**src/sv/sdac_pkg.sv**
```systemverilog
// ---------------------------------------------------------------------------
// sdac_pkg
// Shared types and constants of the sampled data delay align checker.
// ---------------------------------------------------------------------------
`default_nettype none

package sdac_pkg;

  localparam int IN_SAMPLES_DEF  = 32;
  localparam int OUT_SAMPLES_DEF = 64;
  localparam int DELAY_W         = 6;

  typedef struct packed {
    logic in_clock;
    logic in_bit;
    logic out_clock;
    logic out_bit;
    logic locked;
  } in_item_t;

  typedef struct packed {
    logic [DELAY_W-1:0] delay;
    logic               synchronized;
    logic               error_seen;
    logic               align_found;
  } out_item_t;

  typedef struct packed {
    logic load;
    logic out_edge;
    logic step;
    logic finish;
  } cmd_t;

  typedef struct packed {
    logic start_search;
    logic hit;
    logic last;
    logic out_free;
  } status_t;

endpackage

`default_nettype wire

```
**src/sv/sdac_datapath.sv**
```systemverilog
// ---------------------------------------------------------------------------
// sdac_datapath
// Sample windows, edge counter, sync check, offset search and result register.
// ---------------------------------------------------------------------------
`default_nettype none

module sdac_datapath import sdac_pkg::*; #(
  parameter int IN_SAMPLES  = IN_SAMPLES_DEF,
  parameter int OUT_SAMPLES = OUT_SAMPLES_DEF
) (
  input  wire logic     clk,
  input  wire logic     rst,
  input  wire cmd_t     cmd,
  output status_t       status,
  input  wire in_item_t item_data,
  output logic          result_valid,
  input  wire logic     result_ready,
  output out_item_t     result_data
);

  localparam bit HAS_SEARCH = (OUT_SAMPLES > IN_SAMPLES);
  localparam int SPAN       = HAS_SEARCH ? OUT_SAMPLES - IN_SAMPLES : 1;
  localparam int OFF_W      = $clog2(OUT_SAMPLES);
  localparam int CNT_W      = $clog2(OUT_SAMPLES + 2);
  localparam int IDX_W      = $clog2(IN_SAMPLES);
  localparam int CMP_W      = $clog2(IN_SAMPLES + OUT_SAMPLES + 1);
  localparam int SCAN_W     = HAS_SEARCH ? OUT_SAMPLES : IN_SAMPLES;

  in_item_t               itm;
  logic [IN_SAMPLES-1:0]  in_win;
  logic [OUT_SAMPLES-1:0] out_win;
  logic [OUT_SAMPLES-1:0] out_win_shift;
  logic                   prev_in;
  logic                   prev_out;
  logic [CNT_W-1:0]       cnt;
  logic [CNT_W-1:0]       cnt_inc;
  logic [OFF_W-1:0]       delay_reg;
  logic                   sync;
  logic                   err;
  logic                   align;
  logic [SCAN_W-1:0]      scan;
  logic [OFF_W-1:0]       off;
  logic                   out_fall;
  logic                   in_fall;
  logic                   check;
  logic                   in_range;
  logic [IDX_W-1:0]       idx;
  logic                   sync_ok;

  assign out_fall      = prev_out & ~itm.out_clock;
  assign in_fall       = prev_in & ~itm.in_clock;
  assign out_win_shift = {itm.out_bit, out_win[OUT_SAMPLES-1:1]};
  assign cnt_inc       = (cnt <= CNT_W'(OUT_SAMPLES)) ? cnt + CNT_W'(1) : cnt;
  assign check         = out_fall && (cnt_inc > CNT_W'(OUT_SAMPLES)) && itm.locked;

  // newest output bit against input window tap IN_SAMPLES-1-delay
  assign in_range = (CMP_W'(delay_reg) < CMP_W'(IN_SAMPLES));
  assign idx      = IDX_W'(CMP_W'(IN_SAMPLES - 1) - CMP_W'(delay_reg));
  assign sync_ok  = in_range && (itm.out_bit == in_win[idx]);

  assign status.start_search = check && !sync && HAS_SEARCH;
  assign status.hit          = (scan[IN_SAMPLES-1:0] == in_win);
  assign status.last         = (off == OFF_W'(SPAN - 1));
  assign status.out_free     = !result_valid || result_ready;

  always_ff @(posedge clk) begin
    if (cmd.load) begin
      itm <= item_data;
    end
    if (cmd.out_edge) begin
      scan <= SCAN_W'(out_win_shift);
      off  <= '0;
    end else if (cmd.step) begin
      scan <= scan >> 1;
      off  <= off + OFF_W'(1);
    end
    if (cmd.finish) begin
      result_data.delay        <= DELAY_W'(delay_reg);
      result_data.synchronized <= sync;
      result_data.error_seen   <= err;
      result_data.align_found  <= align;
    end
  end

  always_ff @(posedge clk) begin
    if (rst) begin
      in_win       <= '0;
      out_win      <= '0;
      prev_in      <= 1'b0;
      prev_out     <= 1'b0;
      cnt          <= '0;
      delay_reg    <= '0;
      sync         <= 1'b0;
      err          <= 1'b0;
      align        <= 1'b0;
      result_valid <= 1'b0;
    end else begin
      if (cmd.load) begin
        err   <= 1'b0;
        align <= 1'b0;
      end
      if (cmd.out_edge && out_fall) begin
        out_win <= out_win_shift;
        cnt     <= cnt_inc;
        if (check && sync && !sync_ok) begin
          sync <= 1'b0;
          err  <= 1'b1;
        end
      end
      if (cmd.step && status.hit) begin
        delay_reg <= off;
        sync      <= 1'b1;
        align     <= 1'b1;
      end
      if (cmd.finish) begin
        if (in_fall) in_win <= {itm.in_bit, in_win[IN_SAMPLES-1:1]};
        prev_in      <= itm.in_clock;
        prev_out     <= itm.out_clock;
        result_valid <= 1'b1;
      end else if (result_ready) begin
        result_valid <= 1'b0;
      end
    end
  end

endmodule

`default_nettype wire

```
**config.mk**
```make
export PLATFORM = sky130hd
export DESIGN_NAME = sdac_datapath
export DESIGN_NICKNAME = d
export VERILOG_FILES = /design/src/sv/sdac_pkg.sv /design/src/sv/sdac_datapath.sv
export SDC_FILE = /design/constraint.sdc
export NUM_CORES = 1
export LEC_CHECK = 0
export ABC_AREA = 0
export BUFFER_PORTS_ARGS = -buffer_cell sky130_fd_sc_hd__buf_2
export CORE_MARGIN = 10
export CORE_UTILIZATION = 30
export DETAILED_ROUTE_END_ITERATION = 7
export MAX_ROUTING_LAYER = met4
export PLACE_DENSITY_LB_ADDON = 0.08
export SETUP_SLACK_MARGIN = 0.02
export SLEW_MARGIN = 20
export SYNTH_ARGS = -nofsm -noshare
export SYNTH_HDL_FRONTEND = slang
export SYNTH_SLANG_ARGS = --single-unit
```
**constraint.sdc**
```tcl
create_clock -name clk -period 2.8 [get_ports clk]
set_clock_uncertainty 0.15 [all_clocks]
set_input_delay 0.14 -clock clk [delete_from_list [all_inputs] [get_ports clk]]
set_output_delay 0.14 -clock clk [all_outputs]
set_load 0.02 [all_outputs]
```
======== After elaboration in Yosys (flattened, before gate mapping) ========
Cells that the tools add are included.
storage, ports and cells
  bits of input ports ..................... 12
  word-level logic and storage cells ...... 69
  memories ................................ 0
  ROM bits ................................ 0
  bits in latches ......................... 0
  memory bits (writable) .................. 0
  register bits after elaboration ......... 199
  output and inout port bits .............. 14
operators by class
  muxes and demuxes ....................... 15
  order comparisons ....................... 4
  reductions and logical operators ........ 19
  $add $sub $neg .......................... 3
  shift-type cells ........................ 0
  div/mod/pow operators ................... 0
  bitwise gates (word level) .............. 4
  $mul .................................... 0
  eq/ne operators ......................... 3
operators by type and width
  kind                 count
  $mux 64              2
  $eq 32x32->1         1
  $mux 1               11
  $reduce_bool 2->1    5
  $logic_and 1x1->1    8
  $add 7x1->7 const B  1
  $gt 7x7->1 const B   1
  $le 7x7->1 const B   1
  $mux 7               1
  $add 6x1->6 const B  1
  $eq 6x5->1 const B   1
  $lt 5x6->1 const B   1
  $lt 6x6->1 const B   1
  $bmux 1 s5           1
  $sub 5x5->5 const A  1
  $reduce_and 2->1     2
  $logic_not 1->1      3
  $and 1x1->1          2
  $not 1->1            2
  $eq 1x1->1           1
  $logic_or 1x1->1     1

======== Depth between registers and ports, before layout ========
Gate-level depths: netlist (run 1).
  depth in word-level cells ............... 10
  depth in mapped cells ................... 9
  depth with buffers taken out ............ 9

======== Least setup slack after synthesis (run 1) ========
Ideal clock, no wire load.
  kind .................................... input -> register
  start ................................... input port cmd[2] (netlist bit)
  end ..................................... register scan[0] (enable)
  setup time .............................. 394 ps
  cell stages on the path ................. 3
  path slack .............................. 683 ps
  arrival time ............................ 1573 ps
  path buffers ............................ 2
  data required time ...................... 2256 ps
  path through ............................ clkbuf_1 > clkbuf_1 > or2_2
on the way
  word-level cells in the longest chain between the ends .. 1
RTL lines
  item                         line                 text
  start, declared              sdac_datapath.sv:13  input wire cmd_t cmd,
  $reduce_bool 2->1 (no line)  -
  end signal, assigned         sdac_datapath.sv:71  scan <= SCAN_W'(out_win_shift);
  end signal, assigned         sdac_datapath.sv:74  scan <= scan >> 1;
  end, declared                sdac_datapath.sv:41  logic [SCAN_W-1:0] scan;
No other way between the ends.
A chain may end at the register's enable or synchronous reset.

==> flow_summary.yaml, run 1 <==
global_route:
  grt_pass1_vias: 5567
  antenna_found_initial: 0
  grt_pass1_wl_um: 30540
  gr-total-overflow: 0
  grtUsageTotal_pct: 11.59
  grt_max_degree: 66
worst_setup_path:
  critPathMaxFanout: 6
  ff2ff_path_depth: 7
  r2r_slack_ns: 0.61
  critical_path_arrival_ns: 2.21
  r2r-start: "scan[7]"
  start_kind: "register"
  r2r_end: "sync"
  worstPathRequired_ns: 2.51
  crit_type: "reg -> out"
  cp-end-kind: "primary output"
hold_path:
  holdPathEnd: "result_data[0]"
  worstHoldStart: "cmd[0]"
  holdPathStages: 1
  min_path_type: "in -> reg"
timing:
  period_share_pct: 89.24
  final.setup.tns_ns: 0
  rsz0062_at_grt: "false"
  slew_viol_final: 0
  hold_viol_final: 0
  finalSetupViolations: 0
  fin_crit_ns: 2.499
  setup_ws_ns: 0.3012
  fmax_ghz: 0.4002
  timing.max_slew.rel_slack_pct: 49.20
  worst_pin_slew_ns: 0.7619
synth:
  synthTopCellsByCount: "nand2_1 (206), dfxtp_1 (120), a21oi_1 (106), edfxtp_1 (78), mux2_2 (63)"
  ys_types: 39
  ys_warn_count: 0
  ys_ff_latch: 198
  yosysTopAreaCell: "dfxtp_1"
  ys_async_sr_fraction_pct: 0
  seq_area_frac_synth_pct: 58.11
  synth_most_common_cell: "nand2_1"
  synthTopCellsByArea: "dfxtp_1 (29%), edfxtp_1 (29%), nand2_1 (9.5%)"
  synth_area_per_cell_um2: 10.48
  synth_top_area_share_pct: 29.42
  syn_area_um2: 8165
  ys.flop_type: "dfxtp_1"
  syn_inst: 779
  synth_nets: 794
  synth_edf_count: 78
final_layout:
  area_growth_syn_to_layout_pct: 14.45
  largestRegisters: "scan (64), out_win (63), in_win (32)"
  regMostFlops: "scan"
  design_area_um2: 9345
  drive_above_1_share_pct: 17.51
  layout.nets: 813
  antenna_cells: 0
  largest_reg_flops: 64
routing:
  vias: 5476
  antenna_left: 0
  wl_um: 18530
  drc: 0
  vias_per_cell: 4.753
  first_pass_iters: 5
  drtIter0Drc: 217
  routedWlPerCell_um: 16.09
place:
  gp_congestion: 0.8350
  hpwl_um: 11790
  io_buffers: 25
  place_ws_ns: 0.5904
  place_area_um2: 8661
power_and_ir_drop:
  power_leakage_uw: 0.003444
  irDropWorstVdd_uv: 363.6
  power.density_nw_per_um2: 625.1
floorplan:
  pin_count: 26
  die-area_um2: 34220
  initial_utilization_pct: 30.38
  num_rows: 60
  core_area_um2: 26880
  dieWidth_um: 185.0
  die_h_um: 185.0
job:
  cap_violations: 0
cts:
  clock_latency_ns: 0.43
  cts.htree.levels: 4
  cts_buffers: 17
  cts.sinks: 198
  clk_pin_slew_ns: 0.08
  ctsResizeCount: 0
  cts_max_path_buffers: 2
  cts_tree: "done"
  post_cts_buffers: 0
  clockRootBuffer: "clkbuf_16"
outcome:
  status: "finished, final reports clean"
repair_timing:
| item | CTS | global route |
|---|---|---|
| setup endpoints to repair | 0 | 0 |
| hold endpoints to repair | 19 | 0 |
| hold buffers | 10 | 0 |
cell usage in the layout, fill, tap and decap left out, types with 2 or more instances in the layout:
master,netlist,layout
clkinv_8,0,3
buf_2,3,24
mux2_2,63,63
nand2b_1,4,4
nand4_1,6,6
a31oi_1,2,2
inv_1,4,4
inv_6,0,3
a22oi_1,4,4
and2_1,3,3
nor2b_1,3,3
xor2_1,38,38
dfxtp_1,120,120
edfxtp_1,78,78
nand3_1,5,5
dlygate4sd3_1,0,10
buf_4,1,8
o21ai_0,4,4
a21oi_1,106,106
xnor2_1,2,2
or2_2,2,2
inv_8,0,4
clkbuf_16,0,17
ha_1,3,3
mux2i_1,26,26
nand2_1,206,206
clkinv_4,0,3
nor3b_1,2,2
or3_1,3,3
nor2_1,26,25
buf_12,0,4
nor4_1,11,11
worst max-delay path: stages, from the launching register on:
cell      delay [ns]
dfxtp_1         0.37
inv_1           0.08
ha_1            0.20
nand2b_4        0.07
o41ai_4         0.26
nor4_1          0.09
a31oi_1         0.23
o221ai_2        0.19
nor2_1          0.11
buf_2           0.17
logic make-up after synthesis:
group / share of synthesized area, %
AO/OA/AOI/OAI: 8.336
XOR/XNOR: 4.291
adder cells (fa/ha/maj): 0.4597
buffers and inverters: 2.574
flip-flops: 58.11
multiplexers: 11.88
AND/OR/NAND/NOR: 14.36
worst max-delay path by stage:
stage / startpoint / to
5_1_grt: cnt[0] / status[3]
6_report: cnt[0] / status[3]
3_5_place_dp: scan[7] / sync
3_3_place_gp: scan[7] / sync
2_1_floorplan: cmd[2] / scan[0]
4_1_cts: cnt[0] / status[3]
power breakdown:
group	switching [uW]	internal (uW)
sequential	52.4	3090
combinational	168	114
clock	1220	1200
total	1440	4400
cell type report:
| class | instances | area [um2] |
|---|---|---|
| clock buffer | 17 | 425.4 |
| clock inverter | 15 | 158.9 |
| fill | 2692 | 17530 |
| inverter | 4 | 15.01 |
| multi-input combinational | 531 | 3214 |
| sequential | 198 | 4745 |
| tap | 341 | 426.7 |
| timing repair buffer | 46 | 360.3 |
per-stage QoR:
stage	instances	hold WS [ns]	util, %	power (uW)
6_report	1152	0.04556	34.77	5841
5_1_grt	1152	0.03568	34.77	6071
4_1_cts	1152	0.01677	34.77	5941
3_5_place_dp	1110	0.1700	32.23	3489
3_3_place_gp	1110	0.1695	32.23	3487
2_1_floorplan	779	0.08887	-	3375
layer usage:
| metal | track usage [%] | wire (um) |
|---|---|---|
| met1 | 14.91 | 9095 |
| met5 | - | 0 |
| met3 | 2.155 | 523 |
| met2 | 18.17 | 8716 |
| met4 | 3.479 | 198 |
No activity file was read; power rests on OpenSTA's default activity.
==> inputs of run 2 (changes only) <==
- RECOVER_POWER: default -> 50
- clock period: 2.8 -> 3.1 ns (I/O delays scaled with it)
==> flow_summary.yaml, run 2 (same netlist as run 1, synthesis figures left out) <==
global_route:
  grt_pass1_wl_um: 30070
  grt_max_degree: 65
  antenna_found_initial: 0
  gr-total-overflow: 0
  grtUsageTotal_pct: 11.48
  grt_pass1_vias: 5306
place:
  io_buffers: 25
  hpwl_um: 11710
  gp_congestion: 0.7963
  place_area_um2: 8621
floorplan:
  dieWidth_um: 185.0
  die-area_um2: 34220
  initial_utilization_pct: 30.38
  die_h_um: 185.0
  pin_count: 26
  num_rows: 60
  core_area_um2: 26880
power_and_ir_drop:
  combPwrFrac_pct: 4.7
  finalPower_uw: 5252
  power.density_nw_per_um2: 567.7
  power_leakage_uw: 0.003370
  irDropWorstVdd_uv: 370.9
  power.share.clock_pct: 41.2
  intPower_uw: 3956
  seq_power_share_pct: 54.1
  switchingPower_uw: 1296
  swShare_pct: 24.68
worst_setup_path:
  worstPathRequired_ns: 2.98
  crit_buf_inv: 3
  slowest_delay_ns: 1.14
  critical_path_arrival_ns: 2.45
  critPathMaxFanout: 64
  start_kind: "input pin"
  crit_path_top_delay_cell: "buf_2"
  crit_path_cell_trace: "dlygate4sd3_1 > clkbuf_1 > or2_2 > buf_2"
  cp_top_family: "buffers and inverters"
  crit_type: "in -> reg"
  cp-end-kind: "register"
hold_path:
  min_path_type: "in -> reg"
timing:
  period_share_pct: 83.01
  worst_pin_slew_ns: 2.001
  timing.max_slew.rel_slack_pct: -33.41
  hold_viol_final: 0
  rsz0062_at_grt: "false"
  final.setup.tns_ns: 0
  slew_viol_final: 98
  fmax_ghz: 0.3886
  finalSetupViolations: 0
  fin_crit_ns: 2.573
final_layout:
  area_growth_syn_to_layout_pct: 13.30
  design_area_um2: 9251
  antenna_cells: 0
  fill_cells: 2799
  final_common_cell: "nand2_1"
  multi_input_area_um2: 3213
  drive_above_1_share_pct: 15.20
  largest_reg_flops: 64
  final-seq-area_um2: 4745
  layout.nets: 811
  layout_common_cells: "nand2_1 (206), dfxtp_1 (120), a21oi_1 (106)"
  largestRegisters: "scan (64), out_win (63), in_win (32)"
  regMostFlops: "scan"
routing:
  antenna_left: 0
  vias: 5416
  first_pass_iters: 4
  drtIter0Drc: 255
  wl_um: 18560
  vias_per_cell: 4.710
  drc: 0
  routedWlPerCell_um: 16.14
cts:
  cts_tree: "done"
  cts.htree.levels: 4
  clockRootBuffer: "clkbuf_16"
  cts.sinks: 198
  post_cts_buffers: 0
  clk_pin_slew_ns: 0.08
  ctsResizeCount: 0
  cts_buffers: 17
  cts_max_path_buffers: 2
  clock_latency_ns: 0.43
job:
  cap_violations: 2
outcome:
  status: "finished with violations"
  violations: "capacitance limit, slew limit"
[run 2: changes by cell type in the layout (fill, tap and decap cells not counted), sizes merged]
cell	delta
buf	-16
inv	+1
clkbuf	+14
clkinvlp	-1
[run 2: path summary, 6_finish.rpt]
check,start,to,slack (ns),cells past startpoint
max,cmd[1],scan[39],0.53,4
min,rst,prev_out,0.06,2
min reg2reg,err,result_data[1],0.29,0
max reg2reg,prev_in,in_win[13],0.64,4
[run 2: power by group through the flow]
stage / combinational [uW] / clock (uW) / sequential (uW)
after floorplan: 161 / 0 / 2890
after global placement: 244 / 0 / 2900
final: 246 / 2160 / 2840
after CTS: 257 / 2240 / 2840
after detailed placement: 245 / 0 / 2900
after global routing: 269 / 2350 / 2850
[run 2: layout make-up]
| type | count | area share (%) |
|---|---|---|
| Multi-Input combinational cell | 531 | 34.73 |
| Clock inverter | 15 | 1.501 |
| Inverter | 4 | 0.1623 |
| Tap cell | 341 | 4.612 |
| Sequential cell | 198 | 51.28 |
| Timing Repair Buffer | 44 | 3.111 |
| Clock buffer | 17 | 4.598 |
[run 2: per-layer routing]
| layer | GRT usage, % | wire length (um) | vias up |
|---|---|---|---|
| met4 | 2.991 | 135 | 0 |
| met1 | 14.63 | 9299 | 2660 |
| li1 | - | - | 2709 |
| met5 | - | 0 | - |
| met3 | 2.998 | 424 | 9 |
| met2 | 17.75 | 8697 | 38 |
[run 2: per-stage QoR]
step / worst slack (ns) / cells / util (%) / hold WS [ns]
floorplan: 0.9680 / 779 / - / 0.1039
detailed placement: 0.8068 / 1108 / 32.08 / 0.1832
global placement: 0.8203 / 1108 / 32.08 / 0.1820
finish: 0.5266 / 1150 / 34.42 / 0.06294
CTS: 0.5396 / 1150 / 34.55 / 0.03496
global route: 0.3020 / 1150 / 34.42 / 0.07768
[run 2: repair_timing]
action                     4_1_cts  5_1_grt
hold endpoints to repair        19        0
setup endpoints to repair        0        0
hold buffers                    10        0
